**config.mk**
```make
export PLATFORM = sky130hd
export DESIGN_NAME = nps_out_fifo
export DESIGN_NICKNAME = d
export VERILOG_FILES = /design/src/sv/nps_pkg.sv /design/src/sv/nps_out_fifo.sv
export SDC_FILE = /design/constraint.sdc
export NUM_CORES = 1
export LEC_CHECK = 0
export BUFFER_PORTS_ARGS = -buffer_cell sky130_fd_sc_hd__buf_4
export CAP_MARGIN = 20
export CORE_UTILIZATION = 45
export DETAILED_ROUTE_END_ITERATION = 8
export SLEW_MARGIN = 30
export SYNTH_ARGS = -nofsm -noshare
export SYNTH_HDL_FRONTEND = slang
export SYNTH_SLANG_ARGS = --single-unit
```
**constraint.sdc**
```tcl
create_clock -name clk -period 35.6 [get_ports clk]
set_input_delay 5.34 -clock clk [delete_from_list [all_inputs] [get_ports clk]]
set_output_delay 5.34 -clock clk [all_outputs]
set_load 0.02 [all_outputs]
```
**src/sv/nps_pkg.sv**
```systemverilog
// ---------------------------------------------------------------------------
// nps_pkg: shared types and constants for the nine-point stencil step
// Grid geometry, fixed-point widths, pipeline tags and the window tap select.
// ---------------------------------------------------------------------------
package nps_pkg;

  localparam int LANES      = 8;
  localparam int GRID_COLS  = 256;
  localparam int GRID_ROWS  = 256;
  localparam int SAMPLE_W   = 16;

  localparam int ROW_VECS   = GRID_COLS / LANES;
  localparam int FRAME_VECS = ROW_VECS * GRID_ROWS;
  localparam int RUN_LEN    = FRAME_VECS + ROW_VECS + 1;

  localparam int POS_W      = $clog2(RUN_LEN);
  localparam int COL_W      = (ROW_VECS > 1) ? $clog2(ROW_VECS) : 1;
  localparam int ROW_W      = (GRID_ROWS > 1) ? $clog2(GRID_ROWS) : 1;
  localparam int VEC_W      = LANES * SAMPLE_W;

  // 0.10 quantized to 18 fractional bits
  localparam int WEIGHT_W   = 17;
  localparam logic signed [WEIGHT_W-1:0] WEIGHT_Q18 = 17'sd26214;

  // 4*axis + diag, weight product, pre-round sum
  localparam int SUM_W      = SAMPLE_W + 5;
  localparam int PROD_W     = SUM_W + WEIGHT_W;
  localparam int PFLR_W     = PROD_W - 16;
  localparam int ACC_W      = PFLR_W + 1;
  localparam int QUO_W      = ACC_W - 4;

  localparam int FIFO_DEPTH = 8;
  localparam int FIFO_AW    = $clog2(FIFO_DEPTH);

  typedef logic signed [SAMPLE_W-1:0] sample_t;
  typedef logic [LANES-1:0][SAMPLE_W-1:0] vec_t;
  typedef vec_t [2:0] wrow_t;
  typedef wrow_t [2:0] win_t;

  // one line-store entry: the two rows held for a vector column
  typedef struct packed {
    vec_t top;
    vec_t mid;
  } line_t;

  // control that travels alongside a vector through the pipeline
  typedef struct packed {
    logic             valid;
    logic             frame_end;
    logic [LANES-1:0] pass_lane;
  } tag_t;

  // neighbourhood tap: row 0..2, pos 0..LANES+1 across the halo
  function automatic sample_t nb(input win_t w, input int row, input int pos);
    sample_t v;
    if (pos <= 0) begin
      v = sample_t'(w[row][0][LANES-1]);
    end else if (pos > LANES) begin
      v = sample_t'(w[row][2][0]);
    end else begin
      v = sample_t'(w[row][1][pos-1]);
    end
    return v;
  endfunction

endpackage

```
**src/sv/nps_out_fifo.sv**
```systemverilog
// ---------------------------------------------------------------------------
// nps_out_fifo: result queue
// Decouples the free-running pipeline from the downstream receiver.
// ---------------------------------------------------------------------------
module nps_out_fifo import nps_pkg::*; (
  input  logic clk,
  input  logic rst,
  input  logic push,
  input  logic push_last,
  input  vec_t push_vec,
  input  logic pop,
  output logic valid,
  output logic out_last,
  output vec_t out_vec
);

  logic [VEC_W:0]     mem [FIFO_DEPTH];
  logic [FIFO_AW-1:0] wr_ptr;
  logic [FIFO_AW-1:0] rd_ptr;
  logic [FIFO_AW:0]   count;

  always_ff @(posedge clk) begin
    if (push) begin
      mem[wr_ptr] <= {push_last, push_vec};
    end
  end

  always_ff @(posedge clk) begin
    if (rst) begin
      wr_ptr <= '0;
      rd_ptr <= '0;
      count  <= '0;
    end else begin
      if (push) begin
        wr_ptr <= wr_ptr + 1'b1;
      end
      if (pop) begin
        rd_ptr <= rd_ptr + 1'b1;
      end
      count <= count + (FIFO_AW+1)'(push) - (FIFO_AW+1)'(pop);
    end
  end

  assign valid    = (count != '0);
  assign out_last = mem[rd_ptr][VEC_W];
  assign out_vec  = mem[rd_ptr][VEC_W-1:0];

endmodule

```
==> results of run 1 <==
[metal layers]
metal / global-route usage / vias up / share of wire
met1: 0.239 / 9158 / 0.42
met4: 0.0432 / 16 / 0.018
li1: - / 7456 / -
met3: 0.0441 / 125 / 0.056
met5: 0 / - / 0.0013
met2: 0.294 / 346 / 0.50
[state kept, by name, summed over array words and instances (netlist names), named ones only]
name	count
wr_ptr	3
rd_ptr	3
count	4
mem	1032
[cell type report]
| type | count | area [um2] |
|---|---|---|
| tap | 1155 | 1450 |
| clock buffer | 140 | 2800 |
| sequential | 1045 | 31300 |
| clock inverter | 51 | 400 |
| antenna | 1 | 2.50 |
| fill | 6643 | 40900 |
| inverter | 7 | 26.3 |
| timing repair buffer | 291 | 2290 |
| multi-input combinational | 434 | 8030 |
[synth_stat cells]
cell,instances
nor3_1,2
mux2i_1,2
dlygate4sd1_1,1
buf_6,23
inv_1,7
edfxtp_1,1032
ha_1,7
buf_1,9
mux4_1,104
buf_4,1
nor2_1,16
fa_1,1
nand2b_1,4
mux4_2,154
dfxtp_1,13
nor2b_1,1
xnor2_1,2
dlymetal6s2s_1,1
nand2_1,4
mux2_2,129
buf_8,3
nand3_1,2
a31o_2,1
a21oi_1,2
buf_2,12
xor2_1,3
clkbuf_1,23
[power by group through the flow]
stage / combinational [mW] / sequential, mW / clock [mW]
after global routing: 0.259 / 1.40 / 1.09
after CTS: 0.247 / 1.40 / 1.04
final: 0.242 / 1.40 / 1.02
after floorplan: 0.152 / 1.42 / 0
after detailed placement: 0.246 / 1.43 / 0
after global placement: 0.242 / 1.42 / 0
[cell families after synthesis]
| kind of cell | count (synthesis) |
|---|---|
| buf+inv | 80 |
| compound gates | 3 |
| mux | 389 |
| simple gates | 29 |
| fa+ha+maj | 8 |
| flops | 1045 |
| xor+xnor | 5 |
[per-stage QoR]
step	std cells	instance area (um2)
final	3124	46300
after global routing	3123	46300
after CTS	3121	46200
after detailed placement	2930	43000
after global placement	2930	43000
after floorplan	1559	39800
[how the worst max path moves through the flow]
stage,start,to,slack [ps]
4_1_cts,flop,out_vec[72],25790
6_report,flop,out_vec[72],26200
3_3_place_gp,flop,out_vec[91],26230
5_1_grt,flop,out_vec[72],25890
3_5_place_dp,flop,out_vec[72],26510
2_1_floorplan,push,mem[0][0],20680
[worst reg2reg max path: cells and delay by family (launching register included)]
family / cells / cell delay, ps
simple gates: 2 / 1010
buf+inv: 2 / 1330
flops: 1 / 320
==> results.md, run 1 <==
- Status: completed
- CTS buffer count: 106
- Die Area: between 80,000 and 90,000 um2
- Fraction of the mapped netlist area in compound gates: 0.000472
- Net Sw Power: between 500 and 600 uW
- Crit path largest cell delay: between 800 and 900 ps
- All-Layer GR Usage: 0.178
- Clock transition at path regs: 50 ps
- RR Endpoint: mem[2][83]
- Post-CTS sizing: 0
- CP Capture Type: output pin
- Crit path buf inv count: 3
- Worst EP required: between 30,000 and 40,000 ps
- Via Count: 17.1k
- Routability cong.: 0.694
- Sequential element share of the synthesized area: 0.786
- Post CTS Setup Buffer Count: 0
- Reg2reg path depth: 4
- Reg2Reg Launch Point: wr_ptr[2]
- Worst hold path type: reg2reg
- # port buffers: 262
- CP Launch Type: flop
- Vias in the first global route: approximately 18k
- Hold Slack: 541 ps
- Internal power: 2.08 mW
- Maxcap violations: 0
- Pin count of the biggest net entering global routing: 145
- Initial DRC count: 1,165
- Setup slack after placement: 26,510 ps
- Crit path max fanout: 56
- Clk sink count: approximately 1.0k
- Total chip power: roughly 2.7 mW
- WP depth: 5
- Post-DRT Antenna Nets: 0
- Post-synthesis cell type count: 27
- Routed wire length per instance: 25.3 um
- Initial antenna violation count: 9
- Comb pwr share: 0.091
- Clock network power share: 0.383
- Final WS setup: 26,200 ps
- Area Growth Syn to Fin: 16.3%
- CTS tree: done
- Mux contribution to synthesized area: 0.193
- Syn_nets: between 1.5k and 2k
- Detailed Routing Iterations Pass 1: 4
- PwrDens: ~57 nW/um2
- Ys Warns: 0
- Cell Area, Synth: 39,800 um2
- Via/cell ratio: 5.47
- Fin Setup TNS: 0 ps
- Simple-gate portion of the synthesized area: 0.00318
- GRT overflow: 0
- Clock Path Buffers: 3
- Most repeated library cell on the critical path: buf_6
- Top cells by area, synth: edfxtp_1 (78%), mux4_2 (8.7%), mux4_1 (6.9%)
- Slowest stage cell on the critical path: dfxtp_4
- Sequential power share: 0.526
- # H-tree levels: 3
- Slew @ Worst Pin: slightly below 1000 ps
- Final Hold Fails: 0
- Most common cell after layout, fill and taps aside: edfxtp_1
- Syn Inst Count: 1,559
- First-pass GRT wire length: around 120,000 um
- Max-slew violations: 0
- R2R setup slack: 32,520 ps
- Yosys top cell area share: 0.779
- Initial core utilization: 0.456
- Type of the worst setup path: reg2out
- Chip width: 299 um
- CP Data Arrival Time: 4060 ps
- NumNets Final: 2,026
- Hold Path Depth: 2
- Final setup violation count: 0
- Num rows: 108
- Top Family by Delay on Critical Path: buffers and inverters
- Unrepaired setup endpoints after global routing: no
- Total Routed Length: 78,900 um
- Worst path cell trace: buf_6, buf_6, mux4_1, mux2_2, buf_4
- Core Util, Final: 0.531
- Flops & latches, synth: 1,045
- Highest-count cells in the layout ignoring fill and taps: edfxtp_1 (1,032), buf_4 (282), mux4_2 (154), mux2_2 (129), clkbuf_16 (106)
- Slew HR: 0.338
- Sw Ratio: 0.219
- Hold path start: rd_ptr[1]
- Post-synth top area cell: edfxtp_1
- Post-CTS Hold Buffers: 0
- Worst-Skew Late Latency: 670 ps
- Max VDD drop: 0.0000391 V
- Area of the core: slightly below 90,000 um2
- Height of the die: 299 um
- DP HPWL: 41,900 um
- Share of cells above drive strength 1: 0.366
- Adder-cell share of the synthesized area: 0.00271
- Min cycle time layout: 9400 ps
- DRC: 0
- Post-synthesis xor/xnor area fraction: 0.00110
- Final Cycle Share: 0.264
- Main combinational cell family by area after synthesis: multiplexers
- Pleak: 14.8 nW
- Root buffer cell: clkbuf_16
- Worst Clk Skew: 28.2 ps
- Avg Cell Area, Syn: 25.5 um2
- Io pins: 263
- Fmax: between 100 and 150 MHz
Note: power is estimated with default switching activity, not from simulation.
==> run 2: changes to the inputs <==
- ABC_AREA: not set -> 1
- clock period: 35.6 -> 8.6 ns (I/O delays scaled with it)
==> run 2 against run 1 <==
Effect of this change: cell area rose by 12%; sequential power grew to 4.1 times the previous value; first-iteration DRC count increased by 57%; critical endpoint is now out_vec[94].
==> results.md, run 2 <==
- Post-synth top area cell: edfxtp_1 (unchanged)
- Clock Path Buffers: 3 (unchanged)
- GRT overflow: 0 (unchanged)
- Worst EP required: 7310 ps (was 30,260 ps)
- Synth Flop Type: edfxtp_1 (unchanged)
- Fin cells: 6,121 (was 3,124)
- CTS tree: done (unchanged)
- Area of the core: 99,000 um2 (was 87,200 um2)
- Net Sw Power: 2.81 mW (was 583 uW)
- Sw Ratio: 0.247 (was 0.219)
- Vias in the first global route: 28.0k (was 18.4k)
- Post-CTS Hold Buffers: 0 (unchanged)
- Max reg flops: 1,032 (unchanged)
- NumNets Final: 4,881 (was 2,026)
- Final WS setup: 3450 ps (was 26,200 ps)
- Share of cells above drive strength 1: 0.0920 (was 0.366)
- Hold path start: wr_ptr[0] (was rd_ptr[1])
- Slew @ Worst Pin: 1030 ps (was 993 ps)
- Clock transition at path regs: 60 ps (was 50 ps)
- Pin count of the biggest net entering global routing: 219 (was 145)
- Io pins: 263 (unchanged)
- Biggest regs: mem x1032, count x4 (unchanged)
- First-pass GRT wire length: 159,000 um (was 118,000 um)
- Most common cell after layout, fill and taps aside: nand2_1 (was edfxtp_1)
- Fraction of registers with async set/reset: 0 (unchanged)
- Fmax: 194 MHz
- Min cycle time layout: about 5200 ps
- All-Layer GR Usage: 0.203 (was 0.178)
- Initial DRC count: 1,828 (was 1,165)
- CTS buffer count: 109 (was 106)
- Comb pwr share: 0.117 (was 0.091)
- Post-CTS sizing: 0 (unchanged)
- PwrDens: 220 nW/um2 (was 57.5 nW/um2)
- Ys Warns: 0 (unchanged)
- Initial core utilization: 0.457 (was 0.456)
- Initial antenna violation count: 14 (was 9)
- Post-synth top cells: nand2_1 (1,688), inv_1 (1,047), edfxtp_1 (1,032) (was edfxtp_1 (1,032), mux4_2 (154), mux2_2 (129))
- Fin Setup TNS: 0 ps (unchanged)
- Chip width: 319 um (was 299 um)
- Avg Cell Area, Syn: 9.97 um2 (was 25.5 um2)
- Worst-Skew Late Latency: 680 ps (was 670 ps)
- Total Routed Length: 103,000 um (was 78,900 um)
- Status: completed (unchanged)
- Syn Inst Count: 4,537 (was 1,559)
- Yosys top cell area share: 0.685 (was 0.779)
- Total chip power: 11.4 mW (was 2.66 mW)
- Die Area: 102,000 um2 (was 89,500 um2)
- DP HPWL: 49,500 um (was 41,900 um)
- Highest-count cells in the layout ignoring fill and taps: nand2_1 (1,688), inv_1 (1,046), edfxtp_1 (1,032), nand3_1 (519), buf_4 (275) (was edfxtp_1 (1,032), buf_4 (282), mux4_2 (154), mux2_2 (129), clkbuf_16 (106))
- # H-tree levels: 3 (unchanged)
- Placed cells: 5,914 (was 2,930)
- Post-synthesis cell type count: 18 (was 27)
- Flops & latches, synth: 1,045 (unchanged)
- Final Hold Fails: 0 (unchanged)
- CP Launch Type: flop (unchanged)
- CP Data Arrival Time: 3860 ps (was 4060 ps)
- Routed wire length per instance: 16.7 um (was 25.3 um)
- Crit path max fanout: 65 (was 56)
- Slew HR: 0.312 (was 0.338)
- Setup slack after placement: 4090 ps (was 26,510 ps)
- Fill count: 8,663 (was 6,643)
- Worst Clk Skew: 14.3 ps (was 28.2 ps)
- CP Capture Type: output pin (unchanged)
- Final setup violation count: 0 (unchanged)
- Root buffer cell: clkbuf_16 (unchanged)
- Type of the worst setup path: reg2out (unchanged)
- Detailed Routing Iterations Pass 1: 5 (was 4)
- # port buffers: 262 (unchanged)
- Most numerous cell in the Yosys netlist: nand2_1 (was edfxtp_1)
- Post-DRT Antenna Nets: 0 (unchanged)
- Unrepaired setup endpoints after global routing: no (unchanged)
- Num rows: 115 (was 108)
- Reg2Reg Launch Point: wr_ptr[0] (was wr_ptr[2])
- DRC: 0 (unchanged)
- Via/cell ratio: 4.73 (was 5.47)
- Number of synthesized flops with an enable pin: 1,032 (unchanged)
- Height of the die: 319 um (was 299 um)
- Max VDD drop: 0.000160 V (was 0.0000391 V)
- Sequential element share of the synthesized area: 0.691 (was 0.786)
- Area Growth Syn to Fin: 14.3% (was 16.3%)
- Post CTS Setup Buffer Count: 0 (unchanged)
- Syn_nets: 4,678 (was 1,700)
- Clk sink count: 1,045 (unchanged)
- Final Cycle Share: 0.599
- Worst hold path type: reg2reg (unchanged)
- Max-slew violations: 0 (unchanged)
- Reg with most FFs: mem (unchanged)
- Sequential power share: 0.506 (was 0.526)
- Routability cong.: 0.731 (was 0.694)
- Pleak: 23.6 nW (was 14.8 nW)
- Cell Area, Synth: 45,200 um2 (was 39,800 um2)
- R2R setup slack: 5650 ps (was 32,520 ps)
- Internal power: 8.59 mW (was 2.08 mW)
- Top cells by area, synth: edfxtp_1 (68%), nand2_1 (14%), inv_1 (8.7%) (was edfxtp_1 (78%), mux4_2 (8.7%), mux4_1 (6.9%))
- Via Count: 28.9k (was 17.1k)
- Clock network power share: 0.377 (was 0.383)
- Maxcap violations: 0 (unchanged)
-- run 2: kinds of logic after synthesis --
group / share of synthesized area
AO/OA/AOI/OAI: 0.000996
XOR/XNOR: 0.000387
adder cells (fa/ha/maj): 0.00238
buffers and inverters: 0.106
flip-flops: 0.691
AND/OR/NAND/NOR: 0.199
-- run 2: worst paths after layout --
kind,endpoint,depth (start not counted)
setup / recovery,out_vec[94],7
hold / removal,wr_ptr[0],2
setup reg to reg,mem[1][56],4
hold reg to reg,wr_ptr[0],2
-- run 2: power by group through the flow --
stage / Combinational (mW) / Sequential [mW] / Clock [mW]
after CTS: 1.35 / 5.77 / 4.40
after global placement: 1.33 / 5.87 / 0
final: 1.33 / 5.77 / 4.30
after floorplan: 0.824 / 5.87 / 0
after global routing: 1.48 / 5.78 / 4.60
after detailed placement: 1.35 / 5.87 / 0
-- run 2: area by class of cell --
class	instances	area, um2	share of cell area
repair buffers	291	2390	0.0462
multi-input cells	2244	9240	0.179
well taps	1287	1610	0.0311
clock buffers	144	2930	0.0567
clock inverters	54	293	0.00566
flip-flops and latches	1045	31300	0.605
diodes	7	17.5	0.000339
inverters	1049	3960	0.0766
-- run 2: metal layers --
metal / GRT usage / vias to the layer above / share of wire / wire [um]
met5: 0 / - / 0.0010 / 105
met4: 0.0704 / 14 / 0.026 / 2630
met3: 0.0398 / 170 / 0.055 / 5640
met2: 0.348 / 602 / 0.48 / 49500
met1: 0.257 / 13700 / 0.44 / 44700
li1: - / 14500 / - / -
-- run 2: per-stage QoR --
| step | util | hold WS (ps) | area (um2) |
|---|---|---|---|
| after floorplan | - | 463 | 45200 |
| after global placement | 0.489 | 484 | 48400 |
| after detailed placement | 0.489 | 495 | 48400 |
| after CTS | 0.521 | 504 | 51600 |
| after global routing | 0.522 | 525 | 51700 |
| final | 0.522 | 506 | 51700 |
-- run 2: worst max-delay path: stages (launching register included) --
cell	delay [ps]
dfxtp_4	900
buf_4	800
buf_4	780
nand3_1	140
nand2_1	100
nand2_1	60
nand2_1	150
buf_4	160
==> run 3: changes to the inputs <==
- clock period: 8.6 -> 5.4 ns (I/O delays scaled with it)
==> run 3 against run 2 <==
Effect of this change: first-iteration DRC count grew 14%; hold slack worse by 150 ps; routed wire length grew 2.5%; critical path depth did not move; critical endpoint is now out_vec[107]; largest cell class unchanged; largest power group unchanged.
==> results.md, run 3 (synthesis gave the netlist of run 2 again) <==
- Die Area: 102,000 um2 (unchanged)
- DRC: 0 (unchanged)
- Reg2Reg Launch Point: wr_ptr[0] (unchanged)
- Total chip power: 18.3 mW (was 11.4 mW)
- Sequential power share: 0.501 (was 0.506)
- Sw Ratio: 0.248 (was 0.247)
- CP Launch Type: flop (unchanged)
- Via Count: 29.0k (was 28.9k)
- DP HPWL: 52,600 um (was 49,500 um)
- Post-CTS sizing: 0 (unchanged)
- Post-DRT Antenna Nets: 0 (unchanged)
- Core Util, Final: 0.524 (was 0.522)
- Highest-count cells in the layout ignoring fill and taps: nand2_1 (1,688), inv_1 (1,046), edfxtp_1 (1,032), nand3_1 (519), buf_4 (287) (was nand2_1 (1,688), inv_1 (1,046), edfxtp_1 (1,032), nand3_1 (519), buf_4 (275))
- Clk sink count: 1,045 (unchanged)
- Type of the worst setup path: reg2out (unchanged)
- All-Layer GR Usage: 0.208 (was 0.203)
- Biggest regs: mem x1032, count x4 (unchanged)
- Pin count of the biggest net entering global routing: 181 (was 219)
- Chip width: 319 um (unchanged)
- Clock network power share: 0.381 (was 0.377)
- Pleak: 23.8 nW (was 23.6 nW)
- # port buffers: 262 (unchanged)
- Unrepaired setup endpoints after global routing: no (unchanged)
- Sequential cell area: 31,300 um2 (unchanged)
- Final Cycle Share: 0.728
- CP Data Arrival Time: 3120 ps (was 3860 ps)
- Min cycle time layout: 3930 ps
- Most common cell after layout, fill and taps aside: nand2_1 (unchanged)
- Max-slew violations: 0 (unchanged)
- Design area: 51,900 um2 (was 51,700 um2)
- Status: completed (unchanged)
- Area of the core: 99,000 um2 (unchanged)
- Via/cell ratio: 4.73 (about the same)
- Metal-1 WL: 45,800 um (was 44,700 um)
- Routed wire length per instance: 17.1 um (was 16.7 um)
- Slew HR: 0.343 (was 0.312)
- Internal power: 13.7 mW (was 8.59 mW)
- Initial core utilization: 0.457 (unchanged)
- Num rows: 115 (unchanged)
- Worst Clk Skew: 22.4 ps (was 14.3 ps)
- Fill count: 8,616 (was 8,663)
- Met3 Wirelength: 4760 um (was 5640 um)
- Routability cong.: 0.728 (was 0.731)
- GRT overflow: 0 (unchanged)
- Post-CTS Hold Buffers: 0 (unchanged)
- Fmax: between 200 and 300 MHz
- Net Sw Power: 4.54 mW (was 2.81 mW)
- Worst-Skew Late Latency: 690 ps (was 680 ps)
- Max VDD drop: 0.000246 V (was 0.000160 V)
- Top Metal Used: met5 (unchanged)
- Initial antenna violation count: 12 (was 14)
- Worst EP required: 4590 ps (was 7310 ps)
- # H-tree levels: 3 (unchanged)
- Max reg flops: 1,032 (unchanged)
- Hold Slack: 358 ps (was 506 ps)
- Detailed Routing Iterations Pass 1: 6 (was 5)
- First-pass GRT wire length: 162,000 um (was 159,000 um)
- Vias in the first global route: 28.1k (was 28.0k)
- Hold path start: push_vec[73] (was wr_ptr[0])
- Comb pwr share: 0.118 (was 0.117)
- Slew @ Worst Pin: 985 ps (was 1030 ps)
- PwrDens: 352 nW/um2 (was 220 nW/um2)
- Worst hold path type: in2reg (was reg2reg)
- Fin cells: 6,129 (was 6,121)
- Final Hold Fails: 0 (unchanged)
- Final setup violation count: 0 (unchanged)
- Clock transition at path regs: 60 ps (about the same)
- Share of cells above drive strength 1: 0.0971 (was 0.0920)
- Root buffer cell: clkbuf_16 (unchanged)
- Placed cells: 5,930 (was 5,914)
- CTS tree: done (unchanged)
- Reg with most FFs: mem (unchanged)
- NumNets Final: 4,898 (was 4,881)
- Maxcap violations: 0 (unchanged)
- Area of the multi-input gates: 9240 um2 (unchanged)
- Clock Path Buffers: 3 (unchanged)
- CTS buffer count: 110 (was 109)
- Met2 wire length: 51,600 um (was 49,500 um)
- Height of the die: 319 um (unchanged)
- CP Capture Type: output pin (unchanged)
- Area Growth Syn to Fin: 14.7% (was 14.3%)
- Io pins: 263 (unchanged)
- Crit path max fanout: 114 (was 65)
- Post CTS Setup Buffer Count: 0 (unchanged)
- Placement Cell Area: 48,600 um2 (was 48,400 um2)
- Total Routed Length: 105,000 um (was 103,000 um)
- Initial DRC count: 2,086 (was 1,828)
## run 3: worst paths after layout
kind | slack [ps] | cells past startpoint | endpoint
worst max-delay path | 1470 | 7 | out_vec[107]
worst min-delay path | 360 | 1 | mem[2][73]
worst max register to register | 3060 | 4 | mem[7][89]
worst min register to register | 500 | 2 | wr_ptr[0]
## run 3: cell type report
cell class | count | share of cell area
multi-input combinational | 2244 | 0.178
clock buffer | 140 | 0.0564
tap | 1287 | 0.0310
sequential | 1045 | 0.602
timing repair buffer | 307 | 0.0492
clock inverter | 54 | 0.00663
antenna | 3 | 0.000145
inverter | 1049 | 0.0764
## run 3: metal layers
layer | global-route usage | up-vias
li1 | - | 14500
met5 | 0 | -
met4 | 0.0611 | 18
met3 | 0.0383 | 173
met2 | 0.358 | 550
met1 | 0.268 | 13700
## run 3: worst max-delay path, cell delays in order, from the launching register on
cell	delay, ps
dfxtp_4	520
inv_8	670
buf_4	490
nand3_1	130
nand2_1	80
nand2_1	60
nand2_1	170
buf_4	170
## run 3: through the flow
stage | worst slack [ps] | setup TNS (ps)
floorplan | -1760 | -906930
global placement | 2080 | 0
detailed placement | 2160 | 0
CTS | 1410 | 0
global route | 1310 | 0
finish | 1470 | 0
## run 3: power by group through the flow
stage	registers (mW)	logic [mW]	clock network (mW)
after floorplan	9.35	1.31	0
after global placement	9.34	2.15	0
after detailed placement	9.34	2.17	0
after CTS	9.17	2.18	7.12
after global routing	9.19	2.39	7.42
final	9.17	2.15	6.97
